$ cat config.mk
export PLATFORM = sky130hd
export DESIGN_NAME = pwcg_div_step
export DESIGN_NICKNAME = d
export VERILOG_FILES = /design/src/rtl/pwcg_pkg.sv /design/src/rtl/pwcg_div_step.sv
export SDC_FILE = /design/constraint.sdc
export NUM_CORES = 1
export LEC_CHECK = 0
export BUFFER_PORTS_ARGS = -buffer_cell sky130_fd_sc_hd__buf_2
export CAP_MARGIN = 5
export CORE_MARGIN = 1.5
export CORE_UTILIZATION = 40
export DETAILED_ROUTE_END_ITERATION = 8
export GPL_ROUTABILITY_DRIVEN = 0
export PLACE_DENSITY = 0.82
export SLEW_MARGIN = 30
export SYNTH_ARGS = -nofsm -noshare
export SYNTH_HDL_FRONTEND = slang
export SYNTH_SLANG_ARGS = --single-unit
$ cat constraint.sdc
create_clock -name vclk -period 3.2
set_clock_uncertainty 0.05 [all_clocks]
set_input_delay 0 -clock vclk [all_inputs]
set_output_delay 0 -clock vclk [all_outputs]
set_load 0.005 [all_outputs]
$ cat src/rtl/pwcg_pkg.sv
`timescale 1ns / 1ps
// ----------------------------------------------------------------------------
// pwcg_pkg
// Shared types, constants and helper functions of the plane-wave conjugate
// gradient coefficient update.
// ----------------------------------------------------------------------------
package pwcg_pkg;

  // Default width of the integer lattice indices
  localparam int PWCG_INDEX_WIDTH = 8;

  // Configuration register indexes
  localparam logic [2:0] REG_CELL_ROW_X      = 3'd0;
  localparam logic [2:0] REG_CELL_ROW_Y      = 3'd1;
  localparam logic [2:0] REG_CELL_ROW_Z      = 3'd2;
  localparam logic [2:0] REG_CUTOFF_ENERGY   = 3'd3;
  localparam logic [2:0] REG_DIRECTION_GAMMA = 3'd4;
  localparam logic [2:0] REG_TIME_STEP       = 3'd5;

  localparam int CFG_DATA_W = 60;
  localparam int CELL_W     = 20;

  // Register reset values
  localparam logic [59:0] CELL_ROW_X_RST = 60'h0000000_00010000;
  localparam logic [59:0] CELL_ROW_Y_RST = 60'h0000010_00000000;
  localparam logic [59:0] CELL_ROW_Z_RST = 60'h1000000_00000000;
  localparam logic [31:0] CUTOFF_RST    = 32'hFFFF_FFFF;
  localparam logic [30:0] GAMMA_RST     = 31'd0;
  localparam logic [31:0] TIME_STEP_RST = 32'h0001_0000;

  // 2*pi as unsigned Q.24, and one half in the same scale
  localparam logic [26:0] TWO_PI_Q24 = 27'd105414357;
  localparam logic [63:0] HALF_Q24   = 64'h0000_0000_0080_0000;

  localparam logic signed [31:0] S32_MAX = 32'sh7FFF_FFFF;
  localparam logic signed [31:0] S32_MIN = 32'sh8000_0000;

  typedef struct packed {
    logic signed [31:0] val;
    logic               sat;
  } sat_t;

  // One lane of the restoring divider: partial remainder, dividend bits
  // still to come (quotient bits shift in from the bottom), overflow, sign
  typedef struct packed {
    logic [31:0] rem;
    logic [32:0] low;
    logic        ovf;
    logic        neg;
  } div_lane_t;

  typedef struct packed {
    div_lane_t          re;
    div_lane_t          im;
    logic [31:0]        mass;
    logic signed [31:0] dir_re;
    logic signed [31:0] dir_im;
    logic signed [31:0] wave_re;
    logic signed [31:0] wave_im;
    logic               in_cut;
    logic               sat;
    logic               last;
  } div_t;

  // Clamp a wide signed value to 32 bits
  function automatic sat_t sat_to32(input logic signed [63:0] x);
    sat_t r;
    if (x > 64'(S32_MAX)) begin
      r.val = S32_MAX;
      r.sat = 1'b1;
    end else if (x < 64'(S32_MIN)) begin
      r.val = S32_MIN;
      r.sat = 1'b1;
    end else begin
      r.val = x[31:0];
      r.sat = 1'b0;
    end
    return r;
  endfunction

  // Apply the signed step to the wavefunction, clamping both
  function automatic sat_t wave_update(input div_lane_t lane,
                                       input logic signed [31:0] w);
    sat_t               st;
    sat_t               r;
    logic signed [63:0] q;
    q = $signed(64'(lane.low));
    if (lane.ovf || lane.low > 33'h0_8000_0000) begin
      st.val = lane.neg ? S32_MIN : S32_MAX;
      st.sat = 1'b1;
    end else begin
      st = sat_to32(lane.neg ? -q : q);
    end
    r = sat_to32(64'(w) + 64'(st.val));
    r.sat = r.sat | st.sat;
    return r;
  endfunction

endpackage

$ cat src/rtl/pwcg_div_step.sv
`timescale 1ns / 1ps
// ----------------------------------------------------------------------------
// pwcg_div_step
// One restoring division step: bring down a dividend bit, trial subtract
// the mass and shift the quotient bit in.
// ----------------------------------------------------------------------------
module pwcg_div_step
  import pwcg_pkg::*;
(
  input  div_lane_t   lane_in,
  input  logic [31:0] mass,
  output div_lane_t   lane_out
);

  logic [32:0] trial;
  logic [32:0] diff;
  logic        fits;

  // Trial subtract of the mass from the partial remainder
  always_comb begin
    trial = {lane_in.rem, lane_in.low[32]};
    diff  = trial - {1'b0, mass};
    fits  = trial >= {1'b0, mass};
    lane_out.rem = fits ? diff[31:0] : trial[31:0];
    lane_out.low = {lane_in.low[31:0], fits};
    lane_out.ovf = lane_in.ovf;
    lane_out.neg = lane_in.neg;
  end

endmodule

[Word level (Yosys, flattened, before mapping)]
Cells that the tools add are included.
Widths: inputs -> output; s select.
Operators by class
  add/subtract/negate cells: 1
  $lt $le $gt $ge: 1
  muxes and demuxes: 1
Operator list (count)
  $ge 33x32->1: 1
  $mux 32: 1
  $sub 32x32->32: 1
Storage, ports and cells
  flip-flop bits (word level): 0
  bits of input ports: 99
  output and inout bits: 67
  word-level logic and storage cells: 3

[Logic depth before layout (Yosys ltp)]
Gate-level depths: netlist (run 1).
  depth in word-level cells: 2
  gate-level depth with buffers: 14
  mapped depth without buffers: 11

[Worst setup path after synthesis (run 1)]
Ideal clock, no wire load.
  kind: input port to output port
  from: in mass[7]
  to: out lane_out[56] (netlist name)
  arrival: 2.390 ns
  data required time: 3.150 ns
  setup slack: 0.760 ns
  cell stages on the path: 13
  buffers on the path: 2
  path through: inv_1 ha_1 a21oi_2 a211oi_1 or3_4 nor4b_4 o21ai_2 a31oi_4 o21a_4 inv_2 buf_6 buf_12 mux2_4
RTL lines
  start: declaration: RTL line pwcg_div_step.sv:11  | input logic [31:0] mass,
  end: declaration: RTL line pwcg_div_step.sv:12  | output div_lane_t lane_out

==> flow_metrics.tcl, run 1 <==
set metrics [dict create \
    clockBufferCount 0 \
    synthDominantCellAreaShare_pct 15.4 \
    arrival_ns 2.86 \
    synth_cells 358 \
    place_inst 487 \
    grt_first_pass_wirelength_um 11100 \
    placed_area_mm2 0.00286 \
    ir_drop_mv 0.0910 \
    critPathMostFrequentCell "buf_2" \
    instances_no_fill 521 \
    grt_overflow 0 \
    seq_cells 0 \
    slew_headroom_pct 58.0 \
    fmax_mhz 343 \
    die_area_mm2 0.00698 \
    vias 2800 \
    synthXorXnorAreaFrac_pct 8.78 \
    min_delay_worst_endpoint "lane_out[61]" \
    critPathKind "input port to output port" \
    synth_fp_nets 490 \
    p_per_area_mw_per_mm2 217 \
    antenna_found_initial 0 \
    wl_met3_um 374 \
    grt_max_degree 30 \
    crit_fanout 4 \
    worstHoldPathType "input port to output port" \
    drv_cap 0 \
    rsz0062_at_grt "false" \
    synth_cell_types 51 \
    die_w_um 83.5 \
    wl_per_cell_um 13.0 \
    seqCellArea_um2 0 \
    slew_violations 0 \
    synth.area.mux_share_pct 15.1 \
    ys_seq_area_share_pct 0 \
    top_layer "met4" \
    post-route-period-util_pct 91.1 \
    grt_use_total_pct 18.0 \
    via_per_inst 5.37 \
    dr.pass1.iters 4 \
    status "finished clean" \
    synth_area_leaders "ha_1 15%, buf_4 10%, mux2_2 8.7%" \
    initial_core_util_pct 41.1 \
    cpPeakStageDelay_ns 0.39 \
    die_height_um 83.5 \
    min_path_cells 3 \
    drc 0 \
    yosysTopAreaCell "ha_1" \
    coreArea_mm2 0.00631 \
    power_leakage_nw 1.65 \
    first_iter_violations 78 \
    drt-met1-wl_um 2840 \
    hpwl_um 5500 \
    crit_path_cell_trace "buf_2 -> ha_1 -> a21oi_2 -> a211oi_1 -> or3_4 -> nor4b_4 -> and2b_1 -> a31o_2 -> and3_1 -> o41ai_1 -> buf_2" \
    ios 166 \
    crit_required_ns 3.15 \
    yosys_warnings 0 \
    synth_compound_area_share_pct 23.5 \
    start_kind "input port" \
    setup_viol 0 \
    antennaDiodeCount 0 \
    rows 29 \
    post_cts_buffers 0 \
    synth_area_mm2 0.00259 \
    ant_nets 0 \
    hp-start "lane_in[60]" \
    fin_crit_ns 2.91 \
    grt_pass1_vias 2618 \
    final_nets 578 \
    endpoint_kind "output port" \
    cpMaxStageDelayCell "or3_4" \
    synth_top_family_by_area "compound AO/OA/AOI/OAI gates" \
    synth_simple_gate_area_share_pct 17.5 \
    wl_um 6750 \
    drive_above_1_share_pct 32.0 \
    io_buffers 98 \
    wl_met2_um 3470 \
    area_growth_pct 23.6 \
    synth_adder_area_share_pct 16.2 \
    fin_setup_tns_ns 0 \
    final_area_mm2 0.00321 \
    syn_avg_cell_area_um2 7.25 \
    hold_viol_final 0 \
    worstMarginPinSlew_ns 0.623 \
]
==> cells in the mapped netlist, drive strengths merged (4+ instances only) <==
cell type / n
xor2: 8
o21bai: 4
clkbuf: 9
ha: 32
nor2b: 6
mux2: 29
a21oi: 27
a21o: 9
o21ai: 14
nor3: 6
inv: 41
nand2: 24
nand3: 7
buf: 39
nand4: 9
xnor2: 18
nor2: 23
o21a: 5
a31oi: 6
==> cell usage in the layout (no fill, tap or decap), types with 3 or more instances in the layout <==
cell           count
nor3_1             6
a31o_2             3
xor2_1             8
mux2_2            20
o211ai_1           3
nand2_1           24
dlygate4sd3_1     34
a31oi_1            5
nor3b_1            3
mux2_4             9
xnor2_1           18
and3_1             3
nand4_1            9
a21oi_1           26
nor2b_1            6
buf_2             98
mux2i_1            3
o21bai_1           4
nand3_1            7
o21a_1             4
a211oi_1           3
nor2_1            23
a21o_1             9
ha_1              32
inv_1             40
o21ai_0           13
a21boi_0           3
==> worst max-delay path by stage <==
stage                           start           end  slack (ns)  cells past startpoint
after global placement    lane_in[34]  lane_out[65]        0.21                     13
after CTS                 lane_in[43]  lane_out[53]        0.11                     12
after floorplan               mass[7]  lane_out[56]        0.76                     13
final                     lane_in[41]  lane_out[66]        0.29                     11
after detailed placement  lane_in[43]  lane_out[53]        0.12                     12
after global routing      lane_in[34]  lane_out[65]        0.08                     13
==> timing repair <==
item,in CTS,in global routing
setup endpoints to repair,0,20
hold buffers,34,0
hold endpoints to repair,34,0
gates resized for setup,0,3
==> final cells by class <==
| class | instances | area (um^2) |
|---|---|---|
| Fill cell | 626 | 3110 |
| Multi-Input combinational cell | 269 | 2110 |
| Timing Repair Buffer | 134 | 846 |
| Inverter | 41 | 156 |
| Tap cell | 77 | 96.3 |
==> logic make-up (layout without fill, tap and decap cells) <==
kind of cell	Yosys count	in the layout
adders and majority gates	33	33
xor gates and xnor gates	26	26
buffers and inverters	89	175
muxes	32	32
and+or+nand+nor	89	89
AOI/OAI and AO/OA	89	89
==> metal layers <==
layer / up-vias / global-route usage [%]
li1: 1398 / -
met1: 1284 / 22.2
met2: 112 / 35.3
met3: 6 / 0.791
met4: 0 / 1.79
met5: - / 0
==> through the flow <==
| step | hold slack (ns) | total power, mW | utilization, % | setup slack, ns |
|---|---|---|---|---|
| 4_1_cts | 0.264 | 0.695 | 50.7 | 0.107 |
| 3_5_place_dp | -0.0500 | 0.653 | 45.3 | 0.120 |
| 5_1_grt | 0.280 | 0.767 | 50.8 | 0.0831 |
| 6_report | 0.263 | 0.696 | 50.8 | 0.286 |
| 2_1_floorplan | 0.0308 | 0.493 | - | 0.760 |
| 3_3_place_gp | -0.0500 | 0.639 | 45.3 | 0.212 |
==> worst max-delay path, delay by kind of cell <==
kind	cells	cell delay, ns
buffers and inverters	2	0.31
and+or+nand+nor	4	1.18
adders and majority gates	1	0.35
AOI/OAI and AO/OA	4	1.01
==> report_power, final <==
part	internal [mW]	switching [mW]	leakage, nW	total (mW)
combinational	0.363	0.333	1.65	0.696
sequential	0	0	0	0
clock	0	0	0	0
total	0.363	0.333	1.65	0.696
Note: power is estimated with default switching activity, not from simulation.
==> inputs of run 2 (changes only) <==
BUFFER_PORTS_ARGS = -buffer_cell sky130_fd_sc_hd__clkbuf_2   (was -buffer_cell sky130_fd_sc_hd__buf_2)
==> run 2 against run 1 <==
Compared with the run above: clock-buffer cell count unchanged; combinational power increased by 0.9%; die area unchanged; critical path depth increased by 2; global-route usage decreased by 0.13 points; flip-flop and latch count unchanged; sequential share of layout area unchanged; core utilization increased by 0.16 points; first-iteration DRC count increased by 37%; power increased by 0.76%; worst hold slack improved by 0.0044 ns.
==> flow_metrics.tcl, run 2 (synthesis results as in run 1) <==
set metrics [dict create \
    dr.pass1.iters 4 \
    die_area_mm2 0.00698 \
    arrival_ns 2.83 \
    min_path_cells 3 \
    antennaDiodeCount 0 \
    slew_headroom_pct 58.2 \
    seq_cells 0 \
    nFillCells 627 \
    power_leakage_nw 1.68 \
    endpoint_kind "output port" \
    placed_area_mm2 0.00287 \
    clockBufferCount 0 \
    rsz0062_at_grt "false" \
    via_per_inst 5.40 \
    drc 0 \
    grt_use_total_pct 17.8 \
    final_nets 578 \
    cp-startpoint "lane_in[34]" \
    wl_per_cell_um 13.0 \
    cpPeakStageDelay_ns 0.49 \
    crit_fanout 4 \
    die_height_um 83.5 \
    ios 166 \
    critPathKind "input port to output port" \
    grt_first_pass_wirelength_um 11000 \
    rows 29 \
    antenna_found_initial 0 \
    initial_core_util_pct 41.1 \
    fmax_mhz 347 \
    grt_pass1_vias 2648 \
    seqCellArea_um2 0 \
    hold_viol_final 0 \
    setup_viol 0 \
    coreArea_mm2 0.00631 \
    ant_nets 0 \
    crit_path_cell_trace "clkbuf_2 -> inv_1 -> ha_1 -> fa_1 -> nor2b_1 -> o31a_1 -> o21ai_0 -> o31ai_2 -> a21oi_1 -> or3b_2 -> nand3_1 -> mux2_4 -> clkbuf_2" \
    post-route-period-util_pct 90.1 \
    vias 2814 \
    crit_required_ns 3.15 \
    start_kind "input port" \
    hpwl_um 5610 \
    status "finished clean" \
    final_common_cell "clkbuf_2" \
    final_cell_mix "98 x clkbuf_2, 40 x inv_1, 34 x dlygate4sd3_1, 32 x ha_1, 26 x a21oi_1" \
    total_power_mw 0.702 \
    wl_um 6800 \
    drive_above_1_share_pct 32.0 \
    area_growth_pct 24.0 \
    final_area_mm2 0.00322 \
    slew_violations 0 \
    postLayoutCoreUtil_pct 50.9 \
    critPathMostFrequentCell "clkbuf_2" \
    cpMaxStageDelayCell "or3b_2" \
    fin_setup_tns_ns 0 \
    drv_cap 0 \
    die_w_um 83.5 \
    fin_crit_ns 2.88 \
    p_per_area_mw_per_mm2 218 \
    grt_max_degree 16 \
    io_buffers 98 \
    first_iter_violations 107 \
    grt_overflow 0 \
    worstMarginPinSlew_ns 0.621 \
    hp-start "lane_in[64]" \
    worstHoldPathType "input port to output port" \
    ir_drop_mv 0.102 \
]
run 2: cell types whose count changed in the layout (fill, tap and decap cells not counted):
| cell | before | now |
|---|---|---|
| inv_4 | 1 | 0 |
| inv_2 | 0 | 1 |
| clkbuf_2 | 0 | 98 |
| buf_2 | 98 | 0 |
| buf_4 | 2 | 1 |
| buf_12 | 0 | 1 |
run 2: layout make-up:
cell class | count | area [um^2] | share of cell area [%]
multi-input cells | 269 | 2110 | 65.5
inverters | 41 | 154 | 4.79
repair buffers | 134 | 858 | 26.7
well taps | 77 | 96.3 | 3.00
run 2: what timing repair did:
action	4_1_cts	5_1_grt
endpoints found under the setup margin	0	1
resized for setup	0	1
hold buffers	34	0
endpoints found under the hold margin	34	0
setup buffers	0	0
run 2: metal layers:
layer,global-route usage (%),share of wire [%],up-vias
li1,-,-,1400
met1,21.9,42,1271
met2,35.0,50,135
met3,0.593,6.6,8
met4,2.68,1.1,0
met5,0,0,-
run 2: path summary, 6_finish.rpt:
path	to	slack, ns
hold / removal	lane_out[65]	0.27
setup / recovery	lane_out[65]	0.32
run 2: critical path, delay by kind of cell:
family / cells / cell delay, ns
AO/OA/AOI/OAI: 4 / 1.09
adder cells (fa/ha/maj): 2 / 0.63
buffers and inverters: 3 / 0.21
multiplexers: 1 / 0.14
AND/OR/NAND/NOR: 3 / 0.76
run 2: stage by stage:
step | hold WS [ns] | std cells | worst slack [ns]
3_3_place_gp | -0.0500 | 487 | 0.219
6_report | 0.267 | 521 | 0.318
5_1_grt | 0.278 | 521 | 0.0664
3_5_place_dp | -0.0500 | 487 | 0.183
2_1_floorplan | 0.0308 | 358 | 0.760
4_1_cts | 0.270 | 521 | 0.179
run 2: power by group:
part | leakage [nW] | internal (mW) | total [mW] | switching (mW)
logic | 1.68 | 0.366 | 0.702 | 0.336
registers | 0 | 0 | 0 | 0
clock network | 0 | 0 | 0 | 0
==> inputs of run 3 (changes only) <==
--- a/config.mk
+++ b/config.mk
@@ -12,5 +12,5 @@
 export DETAILED_ROUTE_END_ITERATION = 8
 export GPL_ROUTABILITY_DRIVEN = 0
-export PLACE_DENSITY = 0.82
+export PLACE_DENSITY = 0.85
 export SLEW_MARGIN = 30
 export SYNTH_ARGS = -nofsm -noshare
==> constraint.sdc (replaced) <==
create_clock -name vclk -period 2.5
set_clock_uncertainty 0.05 [all_clocks]
set_input_delay 0 -clock vclk [all_inputs]
set_output_delay 0 -clock vclk [all_outputs]
set_load 0.05 [all_outputs]
==> run 3 against run 2 <==
Compared with the run above: the flow now finishes with violations (negative setup slack); sequential share of layout area did not move; flip-flop and latch count unchanged; die area did not move; clock-buffer cell count stayed put; critical endpoint is now lane_out[66].
==> flow_metrics.tcl, run 3 (synthesis results as in run 1) <==
set metrics [dict create \
    postLayoutCoreUtil_pct 67.9 \
    violations "negative setup slack" \
    clockBufferCount 0 \
    seqCellArea_um2 0 \
    die_area_mm2 0.00698 \
    wl_per_cell_um 15.5 \
    rsz0062_at_grt "true" \
    grt_pass1_vias 3273 \
    final_cell_mix "60 x clkbuf_2, 55 x buf_4, 34 x inv_1, 34 x dlygate4sd3_1, 26 x buf_8" \
    drc 0 \
    pre_cts_slack_ns -0.187 \
    grt_max_degree 16 \
    slew_headroom_pct 64.5 \
    drive_above_1_share_pct 45.9 \
    worstMarginPinSlew_ns 0.530 \
    seq_cells 0 \
    worstHoldPathType "input port to output port" \
    final_nets 633 \
    rows 29 \
    antennaDiodeCount 0 \
    ir_drop_mv 0.291 \
    drv_cap 0 \
    final_area_mm2 0.00429 \
    status "finished, violations left" \
    hpwl_um 6200 \
    setup_viol 29 \
    power_leakage_nw 2.11 \
    dr.pass1.iters 4 \
    ant_nets 0 \
    fin_crit_ns 2.57 \
    die_w_um 83.5 \
    via_per_inst 5.55 \
    antenna_found_initial 0 \
    fmax_mhz 389 \
    grt_overflow 0 \
    area_growth_pct 65.2 \
    ios 166 \
    grt_use_total_pct 23.4 \
    endpoint_kind "output port" \
    placed_area_mm2 0.00334 \
    wl_um 8960 \
    crit_fanout 3 \
    io_buffers 98 \
    initial_core_util_pct 41.1 \
    grt_first_pass_wirelength_um 14200 \
    critPathKind "input port to output port" \
    coreArea_mm2 0.00631 \
    crit_required_ns 2.45 \
    layout_setup_ws_ns -0.0726 \
    vias 3195 \
    die_height_um 83.5 \
    hold_viol_final 0 \
    first_iter_violations 208 \
    p_per_area_mw_per_mm2 445 \
    arrival_ns 2.52 \
    post-route-period-util_pct 103 \
    start_kind "input port" \
    final_common_cell "clkbuf_2" \
    slew_violations 0 \
]
-- run 3: cell type report --
cell class	instances	area [um^2]
fill	472	2030
inverter	41	164
multi-input combinational	269	2340
tap	77	96.3
timing repair buffer	189	1680
-- run 3: metal layers --
layer | wire length, um | vias to the layer above | global-route usage (%)
li1 | - | 1515 | -
met1 | 3430 | 1479 | 26.1
met2 | 4740 | 174 | 47.0
met3 | 558 | 27 | 1.58
met4 | 230 | 0 | 6.71
met5 | 0 | - | 0
-- run 3: worst max-delay path, stage by stage --
cell and delay, ns:
buf_2 0.12, ha_4 0.24, nor2b_4 0.12, o2111a_1 0.26, o211ai_1 0.26, nor4b_4 0.31
and2b_2 0.29, a31o_4 0.25, and3_4 0.17, o41ai_4 0.29, buf_12 0.18
-- run 3: final timing paths --
path / to / from / cells past startpoint
setup / recovery: lane_out[66] / lane_in[35] / 11
hold / removal: lane_out[65] / lane_in[64] / 3
-- run 3: repair_timing --
| item | 4_1_cts | 5_1_grt |
|---|---|---|
| hold buffers | 34 | 0 |
| cloned | 1 | 1 |
| setup endpoints to repair | 32 | 32 |
| gates resized for setup | 78 | 58 |
| pin swaps | 4 | 11 |
| buffers inserted | 3 | 2 |
| hold endpoints to repair | 34 | 0 |
-- run 3: stage by stage --
stage / instances / power [mW] / TNS [ns] / hold WS, ns
2_1_floorplan: 358 / 1.15 / -0.440 / 0.117
3_3_place_gp: 535 / 1.37 / -2.07 / -0.0497
3_5_place_dp: 535 / 1.39 / -4.05 / -0.0497
4_1_cts: 573 / 1.77 / -1.15 / 0.323
5_1_grt: 576 / 2.00 / -3.37 / 0.336
6_report: 576 / 1.91 / -0.769 / 0.320
-- run 3: where the power goes --
group | leakage [nW] | switching [mW] | internal, mW
Sequential | 0 | 0 | 0
Combinational | 2.11 | 1.05 | 0.855
Clock | 0 | 0 | 0
